==> src/design/msa_isw_pkg.sv <==
// Package of the sequence weighting core: item types, codes and helpers.
// Used by the core, its divider and its checker.
`timescale 1ns / 1ps

package msa_isw_pkg;

    // Store dimensions
    localparam int MAX_SEQS = 1024;
    localparam int MAX_LEN  = 512;
    localparam int IDX_W    = $clog2(MAX_SEQS);
    localparam int POS_W    = $clog2(MAX_LEN);
    localparam int LEN_W    = 10;
    localparam int CNT_W    = 11;
    localparam int WGT_W    = 17;
    localparam int NEFF_W   = 27;

    // Operation codes
    localparam logic [1:0] OP_LOAD    = 2'd0;
    localparam logic [1:0] OP_COMPUTE = 2'd1;
    localparam logic [1:0] OP_READ    = 2'd2;
    localparam logic [1:0] OP_CLEAR   = 2'd3;

    // Status codes
    localparam logic [2:0] ST_OK      = 3'd0;
    localparam logic [2:0] ST_BADCHAR = 3'd1;
    localparam logic [2:0] ST_FULL    = 3'd2;
    localparam logic [2:0] ST_RANGE   = 3'd3;
    localparam logic [2:0] ST_NOTCOMP = 3'd4;

    // Configuration register indexes
    localparam logic [1:0] CFG_SEQ_LENGTH    = 2'd0;
    localparam logic [1:0] CFG_MIN_IDENTICAL = 2'd1;
    localparam logic [1:0] CFG_COUNT_TARGET  = 2'd2;

    // Residue codes
    localparam logic [4:0] GAP_CODE = 5'd20;
    localparam logic [4:0] NO_CODE  = 5'd31;

    // One in Q1.16
    localparam logic [WGT_W-1:0] WEIGHT_ONE = 17'h10000;

    // Codes for 'A'..'Z'; NO_CODE never appears since every letter maps
    localparam logic [4:0] LETTER_CODE [26] = '{
        5'd0, 5'd20, 5'd1, 5'd2, 5'd3, 5'd4, 5'd5, 5'd6, 5'd7, 5'd20, 5'd8, 5'd9, 5'd10,
        5'd11, 5'd20, 5'd12, 5'd13, 5'd14, 5'd15, 5'd16, 5'd20, 5'd17, 5'd18, 5'd20,
        5'd19, 5'd20
    };

    typedef struct packed {
        logic [1:0] op;
        logic [7:0] residue_char;
        logic [9:0] seq_index;
    } req_item_t;

    typedef struct packed {
        logic [WGT_W-1:0]  weight;
        logic [CNT_W-1:0]  neighbour_count;
        logic [NEFF_W-1:0] neff;
        logic [CNT_W-1:0]  seq_count;
        logic [2:0]        status;
    } rsp_item_t;

    typedef struct packed {
        logic             start;
        logic [CNT_W-1:0] divisor;
    } div_req_t;

    typedef struct packed {
        logic             done;
        logic [WGT_W-1:0] quotient;
    } div_rsp_t;

    // Case-fold a character and map it to its residue code.
    function automatic logic [4:0] map_residue(input logic [7:0] ch);
        logic [7:0] c;
        c = ch;
        if (c >= 8'h61 && c <= 8'h7A) begin
            c = c - 8'd32;
        end
        if (c >= 8'h41 && c <= 8'h5A) begin
            return LETTER_CODE[5'(c - 8'h41)];
        end
        // Dash, dot and tilde are gaps
        if (c == 8'h2D || c == 8'h2E || c == 8'h7E) begin
            return GAP_CODE;
        end
        return NO_CODE;
    endfunction

    // Length in use: zero acts as one, anything above MAX_LEN is clipped to MAX_LEN.
    function automatic logic [LEN_W-1:0] eff_len(input logic [LEN_W-1:0] len);
        if (len == '0) begin
            return LEN_W'(1);
        end
        if (len > LEN_W'(MAX_LEN)) begin
            return LEN_W'(MAX_LEN);
        end
        return len;
    endfunction

endpackage

==> src/design/msa_isw_div.sv <==
// Restoring divider that forms 1.0 in Q1.16 divided by a neighbour count.
// One quotient bit per cycle; depends on msa_isw_pkg.
`timescale 1ns / 1ps

module msa_isw_div
    import msa_isw_pkg::*;
(
    input  logic     clk,
    input  logic     rst_n,
    input  div_req_t req,
    output div_rsp_t rsp
);

    logic             busy_reg;
    logic             done_reg;
    logic [4:0]       step_reg;
    logic [CNT_W-1:0] rem_reg;
    logic [CNT_W-1:0] dsr_reg;
    logic [WGT_W-1:0] quo_reg;
    logic [CNT_W:0]   shifted;

    assign shifted = {rem_reg, quo_reg[WGT_W-1]};

    // Step control
    always_ff @(posedge clk or negedge rst_n)
    begin
        if (!rst_n)
        begin
            busy_reg <= 1'b0;
            done_reg <= 1'b0;
            step_reg <= '0;
        end
        else
        begin
            done_reg <= 1'b0;
            if (req.start)
            begin
                busy_reg <= 1'b1;
                step_reg <= 5'(WGT_W);
            end
            else if (busy_reg)
            begin
                step_reg <= step_reg - 5'd1;
                if (step_reg == 5'd1)
                begin
                    busy_reg <= 1'b0;
                    done_reg <= 1'b1;
                end
            end
        end
    end

    // Remainder and quotient; a zero count divides as one
    always_ff @(posedge clk)
    begin
        if (req.start)
        begin
            rem_reg <= '0;
            quo_reg <= WEIGHT_ONE;
            dsr_reg <= (req.divisor == '0) ? CNT_W'(1) : req.divisor;
        end
        else if (busy_reg)
        begin
            if (shifted >= {1'b0, dsr_reg})
            begin
                rem_reg <= CNT_W'(shifted - {1'b0, dsr_reg});
                quo_reg <= {quo_reg[WGT_W-2:0], 1'b1};
            end
            else
            begin
                rem_reg <= shifted[CNT_W-1:0];
                quo_reg <= {quo_reg[WGT_W-2:0], 1'b0};
            end
        end
    end

    assign rsp.done     = done_reg;
    assign rsp.quotient = quo_reg;

endmodule

==> config.mk <==
export PLATFORM = sky130hd
export DESIGN_NAME = msa_isw_div
export DESIGN_NICKNAME = d
export VERILOG_FILES = /design/src/design/msa_isw_pkg.sv /design/src/design/msa_isw_div.sv
export SDC_FILE = /design/constraint.sdc
export NUM_CORES = 1
export LEC_CHECK = 0
export BUFFER_PORTS_ARGS = -buffer_cell sky130_fd_sc_hd__buf_2
export CORE_MARGIN = 3
export CORE_UTILIZATION = 40
export DETAILED_ROUTE_END_ITERATION = 8
export GPL_TIMING_DRIVEN = 0
export HOLD_SLACK_MARGIN = 0.05
export RECOVER_POWER = 25
export SKIP_CTS_REPAIR_TIMING = 1
export SYNTH_ARGS = -nofsm -noshare
export SYNTH_HDL_FRONTEND = slang
export SYNTH_SLANG_ARGS = --single-unit
==> constraint.sdc <==
create_clock -name clk -period 2.31 [get_ports clk]
set_input_delay 0.3465 -clock clk [delete_from_list [all_inputs] [get_ports clk]]
set_output_delay 0.3465 -clock clk [all_outputs]
set_load 0.01 [all_outputs]
==> impl_results.md <==
- DRC violation total after the first TritonRoute iteration: 64
- Sequential fraction of the synthesis area: 0.4484
- Highest attainable clock frequency: 427.1 MHz
- Number of global-route vias before repair: 1620
- GRT Util Overall: 0.1345
- Path depth of the worst reg2reg path: 9
- Vertical extent of the die: 83.09 um
- Antenna violations before repair: 0
- Top fanout value on the critical path: 5
- Data required, critical path: 2.55 ns
- Via/cell ratio: 4.986
- Overall routed net length: 4730 um
- Synth Cell Area: 2377 sq um
- Cell count of the worst hold path: 2
- Unrepaired setup endpoints after global routing: true
- Highest ir drop seen on vdd: 0.0004820 V
- Fin crit share: 1.014
- Placed wire-length estimate: 3366 um
- Most area-hungry cell type in the Yosys netlist: sky130_fd_sc_hd__dfxtp_1
- Buffers from clock root to sink, at most: 2
- Cells taking the most area after synthesis: sky130_fd_sc_hd__dfxtp_1 (24%), sky130_fd_sc_hd__edfxtp_1 (14%), sky130_fd_sc_hd__dfrtp_1 (7.4%)
- Final period demand of the worst path: 2.341 ns
- Series of cell instances along the critical path: ha_4 > fa_2 > and2b_1 > o22ai_2 > a31oi_2 > or3_4 > buf_6 > mux2_4 > o22ai_1
- Outcome: finished, violations left
- Number of nets produced by synthesis: 274
- Maximum number of pins on one net before global-route repair: 16
- Final number of setup-violating endpoints: 4
- Post-Route Setup TNS: -0.06865 ns
- Flop-to-flop setup slack: -0.03 ns
- Storage cell area: 1067 sq um
- Logic depth of the worst setup path including buffers: 9
- Final weighted congestion in routability-driven placement: 0.7740
- Min-Delay Path Class: in2reg
- Top-level I/O count: 32
- WS Path Type: reg2reg
- Number of nets in the layout: 316
- Share of post-route cells with drive strength above 1: 0.2284
- Worst-case headroom to the max-slew limit: 0.5436
- Yosys warning count: 0
- Overflow left after global routing: 0
- Max Cap Violations: 0
- Final hold viol count: 0
- Endpoint kind of the worst setup timing path: flip-flop
- Slack of the critical path: -0.03132 ns
- Top post-synthesis cells by count: sky130_fd_sc_hd__nor2_1 (30), sky130_fd_sc_hd__dfxtp_1 (28), sky130_fd_sc_hd__nand2_1 (22)
- Master of the slowest instance on the critical path: sky130_fd_sc_hd__edfxtp_1
- Initial cell density of the core: 0.4214
- Largest stage delay on the critical path: 0.45 ns
- Core box area: 5642 sq um
- CTS tree: done
- Clock latency on the worst-skew pair: 0.31 ns
- Antenna diode count: 0
- Most repeated cell in the gate-level netlist after synthesis: sky130_fd_sc_hd__nor2_1
- Mean area per synthesized cell: 9.664 sq um
- Asr flop ratio synth: 0.1522
- Startpoint type of the worst setup path: flip-flop
- Cells after Synth: 246
- Number of buffers inserted by port buffering: 31
- Fillers: 532
- Post-route ant nets: 0
- Count of state elements after synthesis: 46
- Iteration count of the initial detailed-routing pass: 5
- Number of distinct standard cells referenced by the synthesized netlist: 51
- Footprint of the multi-input gates: 1191 sq um
- Full die area: 6904 sq um
- Worst Setup SP: dsr_reg[0]
- Max FFs per register: 17
- Power density of the placed cells: 995.7 nW/um^2
- Global-route wire length before repair: 7631 um
- Final Max Slew Viols: 0
- Largest delay share family, worst path: adder cells
- Clock sinks: 46
- End of the worst register-to-register path: rem_reg[0]
- Clock slew seen by the registers of the worst setup and hold paths: 0.09 ns
- Destination of the critical timing path: rem_reg[0]
- # H-tree levels: 2
- Routed wire length per instance: 13.10 um
- Leakage power: 1.314 nW
- Chip Width: 83.09 um
- Vias post-DR: 1800
- Post-route DRC: 0
- Number of buffers created by CTS: 5
- Post-synth top area share: 0.2358
- Number of placement rows: 27
- Clock Tree Root: sky130_fd_sc_hd__clkbuf_8
- Setup Skew: 0.005351 ns
- Slew at the pin closest to its max-slew limit: 0.6846 ns
- Signal arrival time at the worst endpoint: 2.58 ns
- Main flop type after synthesis: sky130_fd_sc_hd__dfxtp_1
- Hold_ws: 0.2975 ns
- Combined buffer and inverter count along the critical path: 1
- Number of flops mapped to enable cells by yosys: 11
- Source of the worst register-to-register timing path: dsr_reg[0]
- Violated checks: setup timing
- Area growth from synthesis to layout: 18.53%
## cells in the final DEF, fill, tap and decap left out, types with 2 or more instances in the layout
| cell type | n |
|---|---|
| sky130_fd_sc_hd__nand2_1 | 22 |
| sky130_fd_sc_hd__mux2i_1 | 15 |
| sky130_fd_sc_hd__a31oi_1 | 2 |
| sky130_fd_sc_hd__o221ai_2 | 2 |
| sky130_fd_sc_hd__dfxtp_1 | 27 |
| sky130_fd_sc_hd__inv_1 | 18 |
| sky130_fd_sc_hd__or2b_2 | 2 |
| sky130_fd_sc_hd__a311oi_2 | 3 |
| sky130_fd_sc_hd__a311oi_1 | 4 |
| sky130_fd_sc_hd__or2_2 | 2 |
| sky130_fd_sc_hd__nor2_1 | 30 |
| sky130_fd_sc_hd__nor4_1 | 3 |
| sky130_fd_sc_hd__edfxtp_1 | 11 |
| sky130_fd_sc_hd__or3_1 | 2 |
| sky130_fd_sc_hd__clkbuf_1 | 20 |
| sky130_fd_sc_hd__nor3_1 | 2 |
| sky130_fd_sc_hd__ha_1 | 12 |
| sky130_fd_sc_hd__clkbuf_8 | 7 |
| sky130_fd_sc_hd__buf_4 | 4 |
| sky130_fd_sc_hd__nand3_1 | 2 |
| sky130_fd_sc_hd__xnor2_1 | 5 |
| sky130_fd_sc_hd__o22ai_2 | 2 |
| sky130_fd_sc_hd__nand4_1 | 3 |
| sky130_fd_sc_hd__buf_2 | 25 |
| sky130_fd_sc_hd__mux2_4 | 2 |
| sky130_fd_sc_hd__o21ai_0 | 4 |
| sky130_fd_sc_hd__o211ai_1 | 2 |
| sky130_fd_sc_hd__o21a_1 | 2 |
| sky130_fd_sc_hd__a211oi_1 | 2 |
| sky130_fd_sc_hd__dfrtp_1 | 7 |
| sky130_fd_sc_hd__buf_6 | 4 |
| sky130_fd_sc_hd__a21oi_1 | 5 |
| sky130_fd_sc_hd__o2111ai_1 | 2 |
| sky130_fd_sc_hd__xor2_1 | 5 |
| sky130_fd_sc_hd__nand2b_1 | 2 |
## through the flow
step                setup slack [ns]  utilization  instances  total power, mW  instance area (sq um)
floorplan                   0.009881            -        246            1.954                   2377
global placement             -0.1597       0.4648        349            2.193                   2623
detailed placement           -0.1612       0.4648        349            2.199                   2623
CTS                          -0.1802       0.4806        357            2.709                   2711
global route                 -0.1289       0.4994        361            3.019                   2818
finish                      -0.03132       0.4994        361            2.806                   2818
## where the power goes
group          switching (mW)  internal, mW  leakage, nW
sequential              0.124         0.973        0.419
combinational           0.626         0.580        0.847
clock                   0.289         0.214       0.0484
## worst reg2reg max path, cell delays in order (launching register included)
cell and delay, ns:
sky130_fd_sc_hd__edfxtp_1 0.45, sky130_fd_sc_hd__ha_4 0.20, sky130_fd_sc_hd__fa_2 0.36, sky130_fd_sc_hd__and2b_1 0.24, sky130_fd_sc_hd__o22ai_2 0.09, sky130_fd_sc_hd__a31oi_2 0.25, sky130_fd_sc_hd__or3_4 0.18, sky130_fd_sc_hd__buf_6 0.12
sky130_fd_sc_hd__mux2_4 0.30, sky130_fd_sc_hd__o22ai_1 0.10
## layer usage
layer	global-route usage	wire, um
met1	0.1877	2283
met3	0.03175	211
met4	0.04903	149
met5	0	0
met2	0.2026	2084
## area by class of cell
cell class,count,share of cell area
inverter,18,0.02398
sequential,46,0.3788
clock inverter,3,0.007105
tap,72,0.03197
timing repair buffer,35,0.06394
clock buffer,5,0.02442
multi-input combinational,161,0.4227
buffer,21,0.04707
## how the worst min path moves through the flow
| stage | endpoint | slack [ns] | from |
|---|---|---|---|
| detailed placement | step_reg[2] | 0.18 | rst_n |
| global placement | done_reg | 0.18 | rst_n |
| CTS | step_reg[2] | -0.15 | rst_n |
| global route | dsr_reg[3] | 0.30 | req[3] |
| floorplan | busy_reg | 0.05 | rst_n |
| finish | dsr_reg[0] | 0.30 | req[0] |
## kinds of logic (layout without fill, tap and decap cells)
kind of cell	count (synthesis)	in the layout	share of synthesized area
AND/OR/NAND/NOR	83	83	0.1684
adder cells (fa/ha/maj)	14	14	0.07684
multiplexers	17	17	0.07579
XOR/XNOR	10	10	0.03684
buffers and inverters	39	82	0.08158
flip-flops	46	46	0.4484
AO/OA/AOI/OAI	37	37	0.1121
Note: power is estimated with default switching activity, not from simulation.
